**config.mk**
```make
export PLATFORM = sky130hd
export DESIGN_NAME = escaped_bit_unpacker_top
export DESIGN_NICKNAME = d
export VERILOG_FILES = /design/src/rtl/ebu_pkg.sv /design/src/rtl/escaped_bit_unpacker_top.sv
export SDC_FILE = /design/constraint.sdc
export NUM_CORES = 1
export LEC_CHECK = 0
export BUFFER_PORTS_ARGS = -buffer_cell sky130_fd_sc_hd__buf_4
export CAP_MARGIN = 10
export CORE_MARGIN = 10
export CORE_UTILIZATION = 53
export DETAILED_ROUTE_END_ITERATION = 8
export PLACE_DENSITY = 0.95
export SLEW_MARGIN = 0
export SYNTH_ARGS = -nofsm -noshare
export SYNTH_HDL_FRONTEND = slang
export SYNTH_SLANG_ARGS = --single-unit
```
**constraint.sdc**
```tcl
create_clock -name clk -period 6.64 [get_ports clk]
set_input_delay 0.664 -clock clk [delete_from_list [all_inputs] [get_ports clk]]
set_output_delay 0.664 -clock clk [all_outputs]
set_load 0.005 [all_outputs]
```
**src/rtl/ebu_pkg.sv**
```systemverilog
// Package with the shared types and constants of the escaped bit unpacker.
`default_nettype none

package ebu_pkg;

  // Decoder modes.
  typedef enum logic [1:0] {
    MODE_NORMAL  = 2'd0,
    MODE_ESCAPE  = 2'd1,
    MODE_PARTIAL = 2'd2,
    MODE_ENDED   = 2'd3
  } mode_t;

  // Register map and bus widths.
  localparam int unsigned ADDR_W     = 3;
  localparam int unsigned DATA_W     = 32;
  localparam logic        REG_DELIM  = 1'b0;

  // Stream constants.
  localparam logic [7:0] DELIM_RESET = 8'h40;
  localparam logic [7:0] DIGIT_ZERO  = 8'h30;
  localparam logic [7:0] DIGIT_ONE   = 8'h31;
  localparam logic [7:0] DIGIT_EIGHT = 8'h38;
  localparam logic [3:0] BYTE_BITS   = 4'd8;

endpackage

`default_nettype wire

```
**src/rtl/escaped_bit_unpacker_top.sv**
```systemverilog
// Top level of the escaped bit unpacker: byte decoder, bit shifter and register port.
//
//   channel   direction  handshake           payload
//   input     in         in_valid/in_stall   in_byte[7:0]
//   result    out        out_valid/out_stall bit_value
//   config    in         APB psel/penable    paddr/pwdata/prdata
//
// A byte is decoded as it is accepted and loaded into a bit shifter that hands
// one bit per cycle to the result register while the result is not stalled;
// the next byte is taken as the last bit moves out, or at once after a byte
// that yields no bits. Synchronous reset empties
// the shifter and result register, selects normal mode and restores the '@'
// delimiter. A stalled result holds its bit; the input stalls while bits remain.
`default_nettype none

module escaped_bit_unpacker_top (
  input  wire                        clk,
  input  wire                        rst,
  // Configuration port
  input  wire                        psel,
  input  wire                        penable,
  input  wire                        pwrite,
  input  wire [ebu_pkg::ADDR_W-1:0]  paddr,
  input  wire [ebu_pkg::DATA_W-1:0]  pwdata,
  output logic [ebu_pkg::DATA_W-1:0] prdata,
  output logic                       pready,
  // Input byte channel
  input  wire                        in_valid,
  output logic                       in_stall,
  input  wire [7:0]                  in_byte,
  // Result bit channel
  output logic                       out_valid,
  input  wire                        out_stall,
  output logic                       bit_value
);

  import ebu_pkg::*;

  logic [7:0] delimiter_byte;
  mode_t      mode, mode_next;
  logic [3:0] final_bit_count, final_bit_count_next;
  logic [7:0] work_data;
  logic [3:0] work_cnt;
  logic [7:0] emit_data;
  logic [3:0] emit_cnt;
  logic [3:0] part_cnt;
  logic       out_free;
  logic       move;
  logic       in_take;
  logic       cfg_write;

  // Register port: always ready, one register at word address zero.
  assign pready    = 1'b1;
  assign cfg_write = psel && penable && pwrite && (paddr[2] == REG_DELIM);
  assign prdata    = (paddr[2] == REG_DELIM) ? {24'd0, delimiter_byte} : '0;

  always_ff @(posedge clk) begin
    if (rst) begin
      delimiter_byte <= DELIM_RESET;
    end else if (cfg_write) begin
      delimiter_byte <= pwdata[7:0];
    end
  end

  // Handshake: the shifter drains into the result register when it is free.
  assign out_free = !out_valid || !out_stall;
  assign move     = out_free && (work_cnt != 4'd0);
  assign in_stall = (work_cnt != 4'd0) && !(move && (work_cnt == 4'd1));
  assign in_take  = in_valid && !in_stall;

  // Count of a partial byte, clamped to a full byte.
  assign part_cnt = (final_bit_count > BYTE_BITS) ? BYTE_BITS : final_bit_count;

  // Byte decoder: next mode and the bits to emit, left aligned.
  always_comb begin
    mode_next            = mode;
    final_bit_count_next = final_bit_count;
    emit_data            = 8'd0;
    emit_cnt             = 4'd0;
    if (in_take) begin
      unique case (mode)
        MODE_NORMAL: begin
          if (in_byte == delimiter_byte) begin
            mode_next = MODE_ESCAPE;
          end else begin
            emit_data = in_byte;
            emit_cnt  = BYTE_BITS;
          end
        end
        MODE_ESCAPE: begin
          if (in_byte == delimiter_byte) begin
            mode_next = MODE_NORMAL;
            emit_data = delimiter_byte;
            emit_cnt  = BYTE_BITS;
          end else if (in_byte == DIGIT_ZERO) begin
            mode_next            = MODE_ENDED;
            final_bit_count_next = 4'd0;
          end else if (in_byte >= DIGIT_ONE && in_byte <= DIGIT_EIGHT) begin
            mode_next            = MODE_PARTIAL;
            final_bit_count_next = in_byte[3:0];
          end else begin
            mode_next = MODE_NORMAL;
          end
        end
        MODE_PARTIAL: begin
          mode_next            = MODE_NORMAL;
          final_bit_count_next = 4'd0;
          emit_data            = in_byte << (BYTE_BITS - part_cnt);
          emit_cnt             = part_cnt;
        end
        MODE_ENDED: begin
          mode_next = MODE_ENDED;
        end
        default: begin
          mode_next = MODE_NORMAL;
        end
      endcase
    end
  end

  // Decoder state.
  always_ff @(posedge clk) begin
    if (rst) begin
      mode            <= MODE_NORMAL;
      final_bit_count <= 4'd0;
    end else begin
      mode            <= mode_next;
      final_bit_count <= final_bit_count_next;
    end
  end

  // Bit shifter: loaded on an accepted transaction, shifts once per bit sent.
  always_ff @(posedge clk) begin
    if (rst) begin
      work_cnt <= 4'd0;
    end else if (in_take) begin
      work_cnt <= emit_cnt;
    end else if (move) begin
      work_cnt <= work_cnt - 4'd1;
    end
  end

  always_ff @(posedge clk) begin
    if (in_take) begin
      work_data <= emit_data;
    end else if (move) begin
      work_data <= {work_data[6:0], 1'b0};
    end
  end

  // Result register.
  always_ff @(posedge clk) begin
    if (rst) begin
      out_valid <= 1'b0;
    end else if (move) begin
      out_valid <= 1'b1;
    end else if (out_free) begin
      out_valid <= 1'b0;
    end
  end

  always_ff @(posedge clk) begin
    if (move) begin
      bit_value <= work_data[7];
    end
  end

endmodule

`default_nettype wire

```
==> metrics.txt, run 1 <==
final total power roughly 0.64 mW; Internal Power 0.425 mW; Vias 1854; Setup TNS 0 ns; count of input and output buffers 34; die area about 7000 µm²; WS Path Type register to register; CP Launch Type register; VDD IR-drop max 129 µV; vias in the first global route 1864; Max stage delay on crit path 0.64 ns; Max-Cap Viols 0; Seq. cell area between 600 and 700 µm²; DRT Pass-1 Iters 4; PostCTS Resize Cnt 0; Clk Tree Root Cell clkbuf_8; Syn Area/Cell 8.55 µm²; WP data arrival 3.16 ns; Routed WL 5340 µm; hold_buf cts 0; Slew Limit Fails 0; reg2reg start final_bit_count[0]; first-pass GRT wire length 8830 µm; Tmin final 3.13 ns; clk buf depth 2; FF+latch count, synth 28; TritonCTS Buffers 3; Placer Congestion 0.948; Initial DRC Count 192; global-route usage over all layers 14.6%; NetSw 0.219 mW; outcome finished clean; nets between 300 and 400; endpoints failing hold 0; final core occ 60.1%; post-detailed-placement half-perimeter wirelength ~4000 µm; setup repair bufs after CTS 0; Vias/cell 5.65; Yosys top cell area share 17.6%; sw frac 34.0%; Clock power frac 21.5%; number of synthesis warnings 0; synthesis-to-finish area growth 10.7%; Netlist cell types 57; register area share after synthesis 30.2%; Die Span Y 83.8 µm; most frequent cell after synthesis nand2_1; fill count 349; GR Overflow Total 0; slew of the pin with the lowest slew margin 0.767 ns; RSZ-0062 raised after global routing no; commonest cells in the netlist nand2_1 (38), buf_4 (25), a21oi_1 (22), dfxtp_1 (19), nor2_1 (15); Final setup viols 0; Fmax achieved 0.320 GHz; Hold Path Class register to register; Post-synth top flop dfxtp_1; Critical Path RT 6.68 ns; Lkg Pwr roughly 0.93 nW; CP max FO 8; hold path startpoint work_data[7]; CP cell instances nor2b_1 > inv_1 > ha_1 > mux4_1 > mux2i_1 > a2bb2oi_1 > o21ai_1; initial antenna violation count 0; TritonCTS clock tree yes; asr flop ratio synth 0%; die width 83.8 µm; Critical Path Start final_bit_count[0]; number of synthesized flops with an enable pin 9; CTS Sinks 28; share of post-route cells with drive strength above 1 18.7%; worst skew pair latency 0.28 ns; top cells by area, synth dfxtp_1 (18%), edfxtp_1 (13%), buf_4 (8.7%); Setup crit end kind register; Reg clk slew, reported paths 0.10 ns; Flop pwr share 41.2%; largest net degree at the start of global routing 29; Mapped Cells approximately 250; Clock Skews slightly above 0.007 ns; Cell Rows 23; # diodes 0; Final Cycle Share 47.1%; Synth Cell Area 2160 µm²; WL/cell roughly 16 µm; Slew headroom a little under 50%; Detail Route Antenna Nets 0; H-tree Lvls 1; fin cells between 300 and 400; starting density of the core roughly 54%; Placed Cells around 320; Logic pwr share 37.4%; area occupied by multi-input gates roughly 1300 µm²; slowest cell on the critical path nor2b_1; Residual DRC 0; I/O pins 86; core footprint 3970 µm²; Pwr Density 270 nW/µm²; cell accounting for the most synthesized area dfxtp_1
[cell families after synthesis]
kind of cell,after synthesis,share of synthesized area (%)
other,2,0.348
xor gates and xnor gates,11,5.69
AOI/OAI and AO/OA,58,19.0
muxes,11,7.02
adders and majority gates,3,1.74
DFF,28,30.2
buffers and inverters,44,13.1
and+or+nand+nor,95,22.9
[worst max-delay path: cells and delay by family, from the launching register on]
| kind | cells | cell delay [ns] |
|---|---|---|
| AOI/OAI and AO/OA | 2 | 0.33 |
| adders and majority gates | 1 | 0.51 |
| buffers and inverters | 1 | 0.25 |
| DFF | 1 | 0.39 |
| muxes | 2 | 0.75 |
| and+or+nand+nor | 1 | 0.64 |
[cell type report]
type | count | share of cell area [%]
inverters | 8 | 1.26
multi-input cells | 203 | 54.9
clock buffers | 3 | 1.73
repair buffers | 35 | 11.0
well taps | 50 | 2.62
flip-flops and latches | 28 | 27.3
clock inverters | 1 | 1.26
[cell usage in the layout, fill, tap and decap left out, types with 9 or more instances in the layout]
cell type  Yosys  final
a21oi_1       22     22
buf_4         25     35
conb_1         2     25
dfxtp_1       19     19
edfxtp_1       9      9
nand2_1       38     38
nor2_1        15     15
nor2b_1        9      9
nor3_1         9      9
xnor2_1        9      9
[path summary, 6_finish.rpt]
kind	depth (start not counted)	slack, ns	end
hold / removal	0	0.43	bit_value
hold reg to reg	0	0.43	bit_value
setup reg to reg	7	3.51	work_data[6]
setup / recovery	7	3.51	work_data[6]
[per-stage QoR]
stage               hold WS, ns  setup slack (ns)  instance area, µm²
floorplan                 0.400              4.18                2240
detailed placement        0.407              3.56                2310
global route              0.438              3.35                2390
CTS                       0.429              3.55                2390
global placement          0.402              3.65                2310
finish                    0.428              3.51                2390
[state kept, by name, summed over array words and instances, names as in the netlist]
signal and flops:
out_valid 1, delimiter_byte 8, bit_value 1, final_bit_count 4, mode 2, work_cnt 4
work_data 8
[routing by layer]
metal | up-vias | global-route usage (%) | part of all wire (%)
met4 | 0 | 5.02 | 2.1
met1 | 838 | 16.4 | 40
met2 | 98 | 24.9 | 49
met3 | 14 | 4.98 | 9.4
met5 | - | 0 | 0
li1 | 904 | - | -
[power by group through the flow]
stage | clock network [mW] | registers, mW | logic, mW
global placement | 0 | 0.266 | 0.232
finish | 0.138 | 0.265 | 0.240
floorplan | 0 | 0.263 | 0.184
global route | 0.143 | 0.269 | 0.275
detailed placement | 0 | 0.269 | 0.240
CTS | 0.138 | 0.265 | 0.241
Note: power is estimated with default switching activity, not from simulation.
==> run 2, diff against run 1 <==
Settings changed: CORE_UTILIZATION 53 to 44, PLACE_DENSITY 0.95 to 0.88.
Clock period 6.64 ns to 2.8 ns, I/O delays scaled along.
==> metrics.txt, run 2 (synthesized netlist as in run 1, its figures left out) <==
outcome finished clean; Cell Rows 25 (+8.7%); die width 90.0 µm (+7.4%); Internal Power 1.01 mW (+140%); most frequent cells in the layout nand2_1 (38), buf_4 (36), conb_1 (25); global-route usage over all layers 13.0% (-1.5 points); first-pass GRT wire length 9050 µm (+2.4%); final hold slack 0.200 ns (-0.227 ns); Tmin final 2.48 ns (-0.651 ns); core footprint 4720 µm² (+19%); post-place setup slack 0.361 ns (-3.20 ns); Die Span Y 90.0 µm (+7.4%); Max-Cap Viols 0 (unchanged); starting density of the core 45.6% (-8.6 points); initial antenna violation count 0 (unchanged); # diodes 0 (unchanged); share of post-route cells with drive strength above 1 19.0% (+0.29 points); post-detailed-placement half-perimeter wirelength 4300 µm (+7.2%); CP cell instances nor2b_1 > inv_1 > ha_1 > mux4_1 > mux2i_1 > a2bb2oi_1 > o21ai_1; setup repair bufs after CTS 0 (unchanged); WS Path Type register to register; buffers and inverters on the worst path 1 (unchanged); VDD IR-drop max 260 µV (+100%); CP Launch Type register; die area 8100 µm² (+15%); biggest regs delimiter_byte x8, work_data x8; clk buf depth 2 (unchanged); Flop pwr share 41.1% (about the same); Clock Skews 0.00353 ns (-0.00363 ns); Residual DRC 0 (unchanged); Slew Limit Fails 0 (unchanged); WL/cell 15.7 µm (-3.9%); Slew headroom 53.5% (+4.8 points); fill count 448 (+28%); Initial DRC Count 120 (-38%); I/O pins 86 (unchanged); Setup crit end kind register; endpoints failing hold 0 (unchanged); Vias 1917 (+3.4%); Logic pwr share 37.4% (about the same); nets 333 (+0.30%); sw frac 34.2% (+0.17 points); hold_buf cts 0 (unchanged); H-tree Lvls 1 (unchanged); slew of the pin with the lowest slew margin 0.695 ns (-0.0718 ns); PostCTS Resize Cnt 0 (unchanged); CP max FO 8 (unchanged); Final Cycle Share 88.5% (+41 points); slowest cell on the critical path mux4_1; most common cell after layout, fill and taps aside nand2_1; RSZ-0062 raised after global routing no; NetSw 0.523 mW (+140%); synthesis-to-finish area growth 12.0%; Clock power frac 21.5% (about the same); largest net degree at the start of global routing 20 (-31%); WP data arrival 2.52 ns (-0.64 ns); CTS Sinks 28 (unchanged); fin cells 346 (+5.5%); Max stage delay on crit path 0.60 ns (-0.04 ns); Final Worst Setup Slack 0.322 ns (-3.19 ns); Routed WL 5420 µm (+1.4%); TritonCTS Buffers 3 (unchanged); TritonCTS clock tree yes; Fmax achieved 0.404 GHz (+26%); Setup TNS 0 ns (unchanged); Lkg Pwr 0.931 nW (+0.59%); Crit path max-delay family multiplexers; Reg clk slew, reported paths 0.10 ns (about the same); Final setup viols 0 (unchanged); Placed Cells 342 (+5.6%); vias in the first global route 1945 (+4.3%); Detail Route Antenna Nets 0 (unchanged); Critical Path RT 2.85 ns (-3.83 ns); Vias/cell 5.54 (-2.0%); GR Overflow Total 0 (unchanged); worst skew pair latency 0.28 ns (about the same); DRT Pass-1 Iters 4 (unchanged); Clk Tree Root Cell clkbuf_8; count of input and output buffers 34 (unchanged); Pwr Density 634 nW/µm² (+140%); Hold Path Class primary input to register; Placer Congestion 0.927 (-2.2%)
[run 2: cell types whose count changed in the layout (fill, tap and decap cells not counted), sizes merged]
cell  delta
buf      +1
[run 2: metrics by stage]
| step | cell area [µm²] | util [%] | power [mW] |
|---|---|---|---|
| after floorplan | 2240 | - | 1.06 |
| after global placement | 2340 | 49.6 | 1.18 |
| after detailed placement | 2340 | 49.6 | 1.21 |
| after CTS | 2410 | 51.1 | 1.54 |
| after global routing | 2410 | 51.1 | 1.64 |
| final | 2410 | 51.1 | 1.53 |
[run 2: final cells by class]
| class | count | area [µm²] | share of cell area (%) |
|---|---|---|---|
| well taps | 67 | 83.8 | 3.47 |
| inverters | 8 | 30.0 | 1.24 |
| multi-input cells | 203 | 1310 | 54.2 |
| clock inverters | 1 | 30.0 | 1.24 |
| flip-flops and latches | 28 | 651 | 26.9 |
| repair buffers | 36 | 270 | 11.2 |
| clock buffers | 3 | 41.3 | 1.71 |
[run 2: power groups by stage]
stage          Clock (mW)  Sequential, mW  Combinational, mW
6_report            0.329           0.630              0.573
5_1_grt             0.350           0.640              0.651
2_1_floorplan           0           0.623              0.436
4_1_cts             0.335           0.629              0.578
3_5_place_dp            0           0.636              0.578
3_3_place_gp            0           0.631              0.551
[run 2: per-layer routing]
layer	part of all wire [%]	global-route usage (%)
met2	49	21.7
met1	39	15.2
met5	0	0
met3	9.6	4.24
met4	1.8	4.91
[run 2: worst reg2reg max path: stages (launching register included)]
cell	delay, ns
dfxtp_1	0.40
nor2b_1	0.20
inv_1	0.12
ha_1	0.46
mux4_1	0.60
mux2i_1	0.16
a2bb2oi_1	0.22
o21ai_1	0.08
[run 2: final timing paths]
kind,end,from,slack (ns),depth (start not counted)
hold reg to reg,bit_value,work_data[7],0.43,0
setup / recovery,work_data[6],final_bit_count[0],0.32,7
hold / removal,delimiter_byte[6],pwdata[6],0.20,3
setup reg to reg,work_data[6],final_bit_count[0],0.32,7
